===== src/rtl/fpba_pkg.sv =====
// Package for the fit-policy block allocator: field widths, codes and payload structs.
// No dependencies; the top level refers to it by scoped names.
`default_nettype none

package fpba_pkg;

    localparam int NUM_BLOCKS_DEF = 8;
    localparam int SIZE_WIDTH_DEF = 16;

    localparam int SEL_W    = 3;
    localparam int AMOUNT_W = 16;
    localparam int INDEX_W  = 3;
    localparam int REMAIN_W = 16;

    localparam int CFG_INDEX_W = 2;
    localparam int CFG_DATA_W  = 4;

    localparam logic [CFG_INDEX_W-1:0] REG_FIT_POLICY    = 2'd0;
    localparam logic [CFG_INDEX_W-1:0] REG_BLOCKS_IN_USE = 2'd1;

    localparam logic [3:0] BLOCKS_IN_USE_RST = 4'd8;

    typedef enum logic [1:0] {
        POLICY_FIRST = 2'd0,
        POLICY_BEST  = 2'd1,
        POLICY_WORST = 2'd2
    } policy_t;

    localparam logic CMD_LOAD  = 1'b0;
    localparam logic CMD_ALLOC = 1'b1;

    typedef struct packed {
        logic                command;
        logic [SEL_W-1:0]    block_select;
        logic [AMOUNT_W-1:0] amount;
        logic                batch_last;
    } request_t;

    typedef struct packed {
        logic                granted;
        logic [INDEX_W-1:0]  block_index;
        logic [REMAIN_W-1:0] remaining;
        logic                batch_end;
    } result_t;

endpackage

`default_nettype wire


===== src/rtl/fpba_ram.sv =====
// Generic single-write, single-read RAM with registered read data.
// No dependencies.
`default_nettype none

module fpba_ram #(
    parameter int WIDTH = 16,
    parameter int DEPTH = 8,
    parameter int AW    = (DEPTH > 1) ? $clog2(DEPTH) : 1
) (
    input  wire logic             clk,
    input  wire logic             we,
    input  wire logic [AW-1:0]    waddr,
    input  wire logic [WIDTH-1:0] wdata,
    input  wire logic             re,
    input  wire logic [AW-1:0]    raddr,
    output logic      [WIDTH-1:0] rdata
);

    logic [WIDTH-1:0] mem [DEPTH];

    always_ff @(posedge clk)
    begin
        if (we)
        begin
            mem[waddr] <= wdata;
        end
        if (re)
        begin
            rdata <= mem[raddr];
        end
    end

endmodule

`default_nettype wire


===== src/rtl/fit_policy_block_allocator.sv =====
// Top level, uses fpba_pkg and fpba_ram; each result lasts one cycle, no receiver stall.
// Operation: a load is written at its transfer and gives no result; an allocate scans
// limit = min(blocks_in_use, NUM_BLOCKS) capacities, then writes back and raises done.
// Busy holds off a new request until the current allocate is through, set by the
// scan that reads one capacity a cycle through the single RAM read port.
// Reset: async, active low; all capacities read as zero, policy first fit, eight in use.
`default_nettype none

module fit_policy_block_allocator #(
    parameter int NUM_BLOCKS = fpba_pkg::NUM_BLOCKS_DEF,
    parameter int SIZE_WIDTH = fpba_pkg::SIZE_WIDTH_DEF
) (
    input  wire logic                                clk,
    input  wire logic                                rst_n,
    input  wire logic                                start,
    output logic                                     busy,
    input  wire fpba_pkg::request_t                  request,
    output logic                                     done,
    output fpba_pkg::result_t                        result,
    input  wire logic                                cfg_valid,
    output logic                                     cfg_ready,
    input  wire logic [fpba_pkg::CFG_INDEX_W-1:0]    cfg_index,
    input  wire logic [fpba_pkg::CFG_DATA_W-1:0]     cfg_data
);

    localparam int IDX_W = (NUM_BLOCKS > 1) ? $clog2(NUM_BLOCKS) : 1;
    localparam int CNT_W = $clog2(NUM_BLOCKS + 1);

    typedef enum logic [2:0] {
        ST_IDLE  = 3'b001,
        ST_SCAN  = 3'b010,
        ST_WRITE = 3'b100
    } state_t;

    state_t               state_reg, state_next;
    logic [1:0]           policy_reg;
    logic [3:0]           in_use_reg;
    logic [NUM_BLOCKS-1:0] valid_reg;

    logic [SIZE_WIDTH-1:0] amount_reg, amount_next;
    logic                  last_reg, last_next;
    logic [CNT_W-1:0]      limit_reg, limit_next;
    logic [CNT_W-1:0]      issue_reg, issue_next;
    logic                  rd_vld_reg, rd_vld_next;
    logic                  rd_last_reg, rd_last_next;
    logic [IDX_W-1:0]      rd_idx_reg, rd_idx_next;
    logic                  found_reg, found_next;
    logic [IDX_W-1:0]      pick_reg, pick_next;
    logic [SIZE_WIDTH-1:0] best_reg, best_next;

    logic                  done_reg, done_next;
    fpba_pkg::result_t     result_reg, result_next;

    logic                  accept;
    logic                  load_wr;
    logic                  issue;
    logic [CNT_W-1:0]      limit_calc;
    logic [SIZE_WIDTH-1:0] ram_rdata;
    logic [SIZE_WIDTH-1:0] cap;
    logic [SIZE_WIDTH-1:0] left;
    logic                  take;
    logic                  ram_we;
    logic [IDX_W-1:0]      ram_waddr;
    logic [SIZE_WIDTH-1:0] ram_wdata;

    assign busy      = (state_reg != ST_IDLE);
    assign accept    = start && !busy;
    assign cfg_ready = 1'b1;
    assign done      = done_reg;
    assign result    = result_reg;

    assign load_wr = accept && (request.command == fpba_pkg::CMD_LOAD)
                     && (32'(request.block_select) < NUM_BLOCKS);

    // Saturate the search range to the store size.
    assign limit_calc = (32'(in_use_reg) > NUM_BLOCKS) ? CNT_W'(NUM_BLOCKS)
                                                       : CNT_W'(in_use_reg);

    assign issue = (state_reg == ST_SCAN) && (issue_reg < limit_reg);

    // Shared compare unit: a never-loaded entry reads as zero.
    assign cap  = valid_reg[rd_idx_reg] ? ram_rdata : '0;
    assign left = best_reg - amount_reg;

    always_comb
    begin
        take = 1'b0;
        if (cap >= amount_reg)
        begin
            if (!found_reg)
            begin
                take = 1'b1;
            end
            else if (policy_reg == fpba_pkg::POLICY_BEST)
            begin
                take = (cap < best_reg);
            end
            else if (policy_reg == fpba_pkg::POLICY_WORST)
            begin
                take = (cap > best_reg);
            end
        end
    end

    always_comb
    begin
        state_next   = state_reg;
        amount_next  = amount_reg;
        last_next    = last_reg;
        limit_next   = limit_reg;
        issue_next   = issue_reg;
        rd_vld_next  = issue;
        rd_last_next = issue && (issue_reg == limit_reg - CNT_W'(1));
        rd_idx_next  = issue_reg[IDX_W-1:0];
        found_next   = found_reg;
        pick_next    = pick_reg;
        best_next    = best_reg;
        done_next    = 1'b0;
        result_next  = result_reg;

        case (state_reg)
            ST_IDLE:
            begin
                if (accept && (request.command == fpba_pkg::CMD_ALLOC))
                begin
                    amount_next = SIZE_WIDTH'(request.amount);
                    last_next   = request.batch_last;
                    limit_next  = limit_calc;
                    issue_next  = '0;
                    found_next  = 1'b0;
                    pick_next   = '0;
                    best_next   = '0;
                    state_next  = (limit_calc == '0) ? ST_WRITE : ST_SCAN;
                end
            end
            ST_SCAN:
            begin
                if (issue)
                begin
                    issue_next = issue_reg + CNT_W'(1);
                end
                if (rd_vld_reg)
                begin
                    if (take)
                    begin
                        found_next = 1'b1;
                        pick_next  = rd_idx_reg;
                        best_next  = cap;
                    end
                    if (rd_last_reg)
                    begin
                        state_next = ST_WRITE;
                    end
                end
            end
            ST_WRITE:
            begin
                done_next             = 1'b1;
                result_next.granted   = found_reg;
                result_next.block_index = found_reg ? fpba_pkg::INDEX_W'(pick_reg) : '0;
                result_next.remaining = found_reg ? fpba_pkg::REMAIN_W'(left) : '0;
                result_next.batch_end = last_reg;
                state_next            = ST_IDLE;
            end
            default:
            begin
                state_next = ST_IDLE;
            end
        endcase
    end

    // Write port: loads in idle, write-back of the chosen block at the end of a search.
    always_comb
    begin
        ram_we    = 1'b0;
        ram_waddr = IDX_W'(request.block_select);
        ram_wdata = SIZE_WIDTH'(request.amount);
        if (load_wr)
        begin
            ram_we = 1'b1;
        end
        else if ((state_reg == ST_WRITE) && found_reg)
        begin
            ram_we    = 1'b1;
            ram_waddr = pick_reg;
            ram_wdata = left;
        end
    end

    fpba_ram #(
        .WIDTH (SIZE_WIDTH),
        .DEPTH (NUM_BLOCKS),
        .AW    (IDX_W)
    ) u_store (
        .clk   (clk),
        .we    (ram_we),
        .waddr (ram_waddr),
        .wdata (ram_wdata),
        .re    (issue),
        .raddr (issue_reg[IDX_W-1:0]),
        .rdata (ram_rdata)
    );

    always_ff @(posedge clk or negedge rst_n)
    begin
        if (!rst_n)
        begin
            state_reg   <= ST_IDLE;
            policy_reg  <= fpba_pkg::POLICY_FIRST;
            in_use_reg  <= fpba_pkg::BLOCKS_IN_USE_RST;
            valid_reg   <= '0;
            rd_vld_reg  <= 1'b0;
            rd_last_reg <= 1'b0;
            done_reg    <= 1'b0;
        end
        else
        begin
            state_reg   <= state_next;
            rd_vld_reg  <= rd_vld_next;
            rd_last_reg <= rd_last_next;
            done_reg    <= done_next;
            if (ram_we)
            begin
                valid_reg[ram_waddr] <= 1'b1;
            end
            if (cfg_valid && cfg_ready)
            begin
                case (cfg_index)
                    fpba_pkg::REG_FIT_POLICY:
                    begin
                        policy_reg <= cfg_data[1:0];
                    end
                    fpba_pkg::REG_BLOCKS_IN_USE:
                    begin
                        in_use_reg <= cfg_data[3:0];
                    end
                    default:
                    begin
                        // drop writes beyond the register list
                    end
                endcase
            end
        end
    end

    always_ff @(posedge clk)
    begin
        amount_reg <= amount_next;
        last_reg   <= last_next;
        limit_reg  <= limit_next;
        issue_reg  <= issue_next;
        rd_idx_reg <= rd_idx_next;
        found_reg  <= found_next;
        pick_reg   <= pick_next;
        best_reg   <= best_next;
        result_reg <= result_next;
    end

`ifndef SYNTHESIS
    a_done_after_write: assert property (@(posedge clk) disable iff (!rst_n)
        done |-> $past(state_reg == ST_WRITE))
        else $error("done without a write-back cycle");

    a_no_read_when_idle: assert property (@(posedge clk) disable iff (!rst_n)
        !busy |-> !rd_vld_reg)
        else $error("capacity read in flight while idle");

    a_denied_is_zero: assert property (@(posedge clk) disable iff (!rst_n)
        (done && !result.granted) |-> (result.block_index == '0 && result.remaining == '0))
        else $error("denied result carries a block or capacity");

    a_write_back_valid: assert property (@(posedge clk) disable iff (!rst_n)
        (state_reg == ST_WRITE && found_reg) |=> valid_reg[$past(pick_reg)])
        else $error("written block not marked valid");
`endif

endmodule

`default_nettype wire

===== config.mk =====
export PLATFORM = sky130hd
export DESIGN_NAME = fit_policy_block_allocator
export DESIGN_NICKNAME = d
export VERILOG_FILES = /design/src/rtl/fpba_pkg.sv /design/src/rtl/fpba_ram.sv /design/src/rtl/fit_policy_block_allocator.sv
export SDC_FILE = /design/constraint.sdc
export NUM_CORES = 1
export LEC_CHECK = 0
export BUFFER_PORTS_ARGS = -buffer_cell sky130_fd_sc_hd__buf_2
export CORE_ASPECT_RATIO = 0.9
export CORE_MARGIN = 3
export CORE_UTILIZATION = 66
export CTS_CLUSTER_SIZE = 14
export DETAILED_ROUTE_END_ITERATION = 16
export GPL_TIMING_DRIVEN = 1
export PLACE_DENSITY = 0.85
export SLEW_MARGIN = 40
export SYNTH_ARGS = -nofsm -noshare
export SYNTH_HDL_FRONTEND = slang
export SYNTH_SLANG_ARGS = --single-unit

===== constraint.sdc =====
create_clock -name clk -period 11.85 [get_ports clk]
set_clock_uncertainty 0.15 [all_clocks]
set_input_delay 1.185 -clock clk [delete_from_list [all_inputs] [get_ports clk]]
set_output_delay 1.185 -clock clk [all_outputs]
set_load 0.02 [all_outputs]

=== Word level (Yosys, flattened, before mapping) ===
Memory sizes are Yosys's and may differ from the RTL's. A register that Yosys moved wholly into a read port is not among the register bits.
Cells that the tools add are included.

* Bitwise operators: 2
* $mul: 0
* $add $sub $neg: 3
* Divide/modulo/power cells: 0
* Reductions and logical operators: 17
* $lt $le $gt $ge: 8
* Mux-type cells: 39
* Shifts and indexed selects: 0
* Equal/unequal tests: 13

{| class="wikitable"
|+ Operator list
! operator !! number
|-
| two-way mux 16 bit || 6
|-
| one-hot mux 16 bit (2 select lines) || 1
|-
| two-way mux 3 bit || 9
|-
| >= comparator 16 bit || 1
|-
| greater-than comparator 16 bit || 1
|-
| < comparator 16 bit || 1
|-
| subtractor 16 bit || 1
|-
| two-way mux 1 bit || 14
|-
| two-way mux 4 bit || 3
|-
| one-hot mux 3 bit (2 select lines) || 2
|-
| inequality test 2 bit (second input constant) || 5
|-
| < comparator 3 x 4 -> 1 bit (second input constant) || 2
|-
| OR 8 bit || 1
|-
| one-hot mux 4 bit (2 select lines) || 1
|-
| logical AND 1 bit || 7
|-
| AND reduction 2 bit || 3
|-
| AND reduction 3 bit || 2
|-
| adder 4 x 1 -> 4 bit (second input constant) || 1
|-
| == test 2 x 1 -> 1 bit (second input constant) || 2
|-
| == test 4 bit || 1
|-
| greater-than comparator 4 bit (second input constant) || 1
|-
| logical NOT 4 bit || 1
|-
| < comparator 4 bit || 1
|-
| AND reduction 4 bit || 1
|-
| other kinds (14) || 14
|}

* Word-level logic and storage cells: 102
* Memories kept: 1
* Memory bits (read-only): 0
* Input port bits: 31
* Flip-flop bits (word level): 89
* Output and inout bits: 24
* RAM bits: 128
* Bits in latches: 0

{| class="wikitable"
|+ Memory list
! memory !! depth !! bits a word !! read ports !! clocked after memory_dff !! wr ports !! line !! RTL
|-
| u_store.mem || 8 || 16 || 1 || 1 || 1 || fpba_ram.sv:19 || <nowiki>logic [WIDTH-1:0] mem [DEPTH];</nowiki>
|}

=== Longest topological paths before layout ===
* Depth after elaboration: 11
* Depth in mapped cells: 13
* Depth with buffers taken out: 10

=== Modules after synthesis ===
From an unflattened synthesis, not the netlist that was laid out.

* Cell total of the unflattened synthesis: 703
* Area, all modules: 10694.0 um^2

{| class="wikitable"
|+ Modules (own cells, without submodules)
! module !! seq. area each (um^2) !! times used !! area each (um^2) !! cells each
|-
| fpba_ram || 4324.1 || 1 || 5454.0 || 214
|-
| fit_policy_block_allocator || 2544.9 || 1 || 5240.0 || 489
|}

=== Worst setup path after synthesis ===
No wires, ideal clock.

* Kind: reg2reg
* Start point: register rd_idx_reg[0]
* End point: register best_reg[0], enable pin
* Clock period less this slack: 4.516 ns
* Path slack: 7.334 ns
* Arrival time: 3.960 ns
* Setup time: 0.406 ns
* Stages on the path, launching flop included: 13
* Cells stage by stage: dfxtp_1 mux4_1 mux2_4 clkbuf_1 clkbuf_1 and2_1 ha_1 a211oi_1 nor2_1 o21ai_0 nand3_1 o32a_1 a22oi_1

* Cells in the longest elaborated chain, start to end: 10

{| class="wikitable"
|+ Ends and longest elaborated chain
! element !! line !! RTL
|-
| start, declared || fit_policy_block_allocator.sv:46 || <nowiki>logic [IDX_W-1:0] rd_idx_reg, rd_idx_next;</nowiki>
|-
| start signal, assigned || fit_policy_block_allocator.sv:252 || <nowiki>rd_idx_reg <= rd_idx_next;</nowiki>
|-
| binary-select mux 1 bit (select 3 bit) (*) || fit_policy_block_allocator.sv:82 || <nowiki>assign cap = valid_reg[rd_idx_reg] ? ram_rdata : '0;</nowiki>
|-
| two-way mux 1 bit (not written as such) (*) || fit_policy_block_allocator.sv:82 ||
|-
| two-way mux 16 bit (*) || fit_policy_block_allocator.sv:82 ||
|-
| via cap[5] || fit_policy_block_allocator.sv:59 || <nowiki>logic [SIZE_WIDTH-1:0] cap;</nowiki>
|-
| greater-than comparator 16 bit || fit_policy_block_allocator.sv:100 || <nowiki>take = (cap > best_reg);</nowiki>
|-
| two-way mux 1 bit || fit_policy_block_allocator.sv:98 || <nowiki>else if (policy_reg == fpba_pkg::POLICY_WORST)</nowiki>
|-
| two-way mux 1 bit || fit_policy_block_allocator.sv:94 || <nowiki>else if (policy_reg == fpba_pkg::POLICY_BEST)</nowiki>
|-
| two-way mux 1 bit || fit_policy_block_allocator.sv:90 || <nowiki>if (!found_reg)</nowiki>
|-
| two-way mux 1 bit (*) || fit_policy_block_allocator.sv:88 || <nowiki>if (cap >= amount_reg)</nowiki>
|-
| inequality test 2 bit (no line) (*) || - ||
|-
| AND reduction 4 bit (no line) (*) || - ||
|-
| end signal, assigned || fit_policy_block_allocator.sv:255 || <nowiki>best_reg <= best_next;</nowiki>
|-
| end, declared || fit_policy_block_allocator.sv:49 || <nowiki>logic [SIZE_WIDTH-1:0] best_reg, best_next;</nowiki>
|}

Mark *: on every way through the listed nets, which the timed path passes. The rest lies on a longest branch. The select of a mux whose other input is x is not followed.
A chain may end at the register's enable or synchronous reset.

=== Worst setup path in the final report ===
* Start point: register rd_idx_reg[0]
* End point: register best_reg[8], enable pin

Same word-level chain as after synthesis.

==> reports/results.tsv <==
metric	value	unit
final hold violations	0	
Port Buffers	53	
Top FF cell, synth	edfxtp_1	
final RePlAce weighted congestion	0.885	
CTS tree	done	
Site Rows	43	
Peak VDD IR	0.147	mV
Die X	140	µm
post-CTS sizing	0	
Num Clock Sinks	233	
DR iter-0 viols	679	
register area share after synthesis	0.644	
Setup TNS	0	ns
R2R Path End	best_reg[8]$_SDFFCE_PN0P_	
min Tclk post-route	4.15	ns
first-pass GRT wire length	34.8	mm
DR WL/cell	22.5	µm
GRT Overall Usage	0.255	
number of global-route vias before repair	6424	
routed vias/inst	6.36	
startpoint types	flop	
cts hold-fix bufs	0	
Yosys cell types	63	
gr ovfl total	0	
crit-path leading delay family	compound AO/OA/AOI/OAI gates	
Max Clock Freq	0.241	GHz
Power Density	210	nW/µm²
Num CTS Buffers	23	
drt pass-1 iters	7	
Worst-Skew Late Latency	0.52	ns
Mean Syn Cell Area	14.9	µm²
core area	15600	µm²
# Post-CTS Setup Buffers	0	
Leakage Power	4.54	nW
clock buffer depth	3	
Setup crit start	rd_idx_reg[0]$_DFF_P_	
die area	17700	µm²
Inst Count DP	958	
initial antenna violation count	0	
status	complete, no violations	
DRC violations left	0	
post-synth top area cell	edfxtp_1	
FF+latch count, synth	233	
n_diodes	0	
worst path cell trace	mux4_1 > mux2_4 > and2_1 > ha_1 > a211oi_1 > nor2_1 > o21ai_0 > nand3_1 > o32a_1 > a22oi_1 > buf_4	
Nets	864	
worst reg2reg setup slack	7.70	ns
ys async rst share	0.0858	
syn_nets	797	
Worst Slack Setup Final	7.70	ns
mapped cell area	10700	µm²
final non-filler cell total	1000	
Root Buffer	clkbuf_16	
pin count of the biggest net entering global routing	37	
I/O Pins	55	
Synthesis Warnings	0	
fillcell total	918	
fin. max-slew vios	0	
# H-tree levels	1	
RSZ-0062 raised after global routing	false	
Layout area overhead	12.0	%
post-route ant nets	0	
ranking of synthesized cells by area	edfxtp_1 59%, mux4_2 6.8%, ha_1 6.0%	
final setup vio count	0	
DRT Wirelength	22.5	mm
CP Depth	11	
Initial Utilization	0.683	
Slowest-stage cell, CP	mux4_1	
Max transition margin	0.458	
worst slack, placed	7.75	ns
Max-Cap Viols	0	
CP peak stage delay	0.60	ns
CP arrival	4.21	ns
Mapped Cells	714	
Die Ht	127	µm
Post-synth EDFFs	210	
Worst-path clk slew	0.07	ns
share of Yosys cell area claimed by the top area cell type	0.592	
Critical Path End Type	flop	
depth of the most critical reg-to-reg path	11	
via count	6355	
WP data required	11.91	ns
top-count cell post-synth	edfxtp_1	
crit-path max FO	31	
reg2reg start	rd_idx_reg[0]$_DFF_P_	
Post-synth top cells	210 x edfxtp_1, 51 x ha_1, 45 x inv_1	
Crit Path Class	flop to flop	
worst-margin pin slew	0.808	ns
Final Cycle Share	0.351	
layout cells sized above 1	0.222	
HP Class	flop to flop	
max reg flops	128	
Detail Placement HPWL	15.2	mm
worst path bufs/invs	1	
CP Capture Point	best_reg[8]$_SDFFCE_PN0P_	
==> layer usage <==
layer | GRT usage | routed length [µm] | up-vias
met2 | 0.415 | 10700 | 278
met3 | 0.0411 | 1700 | 64
met5 | 0 | 0 | -
met1 | 0.359 | 9310 | 3158
met4 | 0.0889 | 757 | 0
li1 | - | - | 2855
==> power by group <==
part	leakage (nW)	internal [mW]	switching (mW)
Sequential	2.17	1.01	0.0616
Combinational	2.00	0.293	0.420
Clock	0.363	0.419	0.296
==> cell families (layout without fill, tap and decap cells) <==
kind of cell | after synthesis | count (layout) | share of synthesized area
AO/OA/AOI/OAI | 91 | 91 | 0.0560
XOR/XNOR | 22 | 22 | 0.0181
multiplexers | 63 | 63 | 0.103
other | 1 | 1 | 0.000352
AND/OR/NAND/NOR | 182 | 182 | 0.0911
flip-flops | 233 | 233 | 0.644
adder cells (fa/ha/maj) | 52 | 52 | 0.0617
buffers and inverters | 70 | 154 | 0.0254
==> per-stage QoR <==
stage          power (mW)  area, µm²  utilization  hold slack [ns]
4_1_cts              2.50      11900        0.765            0.294
2_1_floorplan        1.58      10700            -            0.221
5_1_grt              2.63      11900        0.765            0.306
6_report             2.50      11900        0.765            0.285
3_5_place_dp         1.78      11200        0.717            0.264
3_3_place_gp         1.74      11200        0.716            0.268
==> layout make-up <==
cell class	count	area (µm²)	share of cell area
timing repair buffer	67	370	0.0310
sequential	233	6870	0.575
clock inverter	9	115	0.00964
inverter	45	169	0.0141
tap	202	253	0.0212
clock buffer	33	633	0.0530
multi-input combinational	411	3530	0.296
==> how the worst min path moves through the flow <==
stage	from	end	slack (ns)	depth (start not counted)
floorplan	issue_reg[0]$_SDFFCE_PN0P_	rd_idx_reg[0]$_DFF_P_	0.22	0
global placement	last_reg$_DFFE_PP_	result[0]$_DFFE_PP_	0.27	0
detailed placement	last_reg$_DFFE_PP_	result[0]$_DFFE_PP_	0.26	0
CTS	last_reg$_DFFE_PP_	result[0]$_DFFE_PP_	0.29	0
global route	last_reg$_DFFE_PP_	result[0]$_DFFE_PP_	0.31	0
finish	last_reg$_DFFE_PP_	result[0]$_DFFE_PP_	0.28	0
==> cell usage in the layout, fill, tap and decap left out, types with 6 or more instances in the layout <==
cell type and instances:
nor2b_1 12, nand2_1 33, o21ai_0 18, nand3b_1 6
dfrtp_1 18, nand4_1 6, a21o_1 7, clkbuf_1 8
buf_4 14, and3_1 18, xor2_1 6, a21oi_1 16
mux2_2 23, o21ai_1 15, nor2_1 38, buf_2 53
inv_1 45, nand2b_1 7, or2_2 10, xnor2_1 16
clkbuf_16 23, ha_1 51, edfxtp_1 210, nand3_1 10
and2_1 21, mux4_2 32
(Power assumes the default switching activity.)
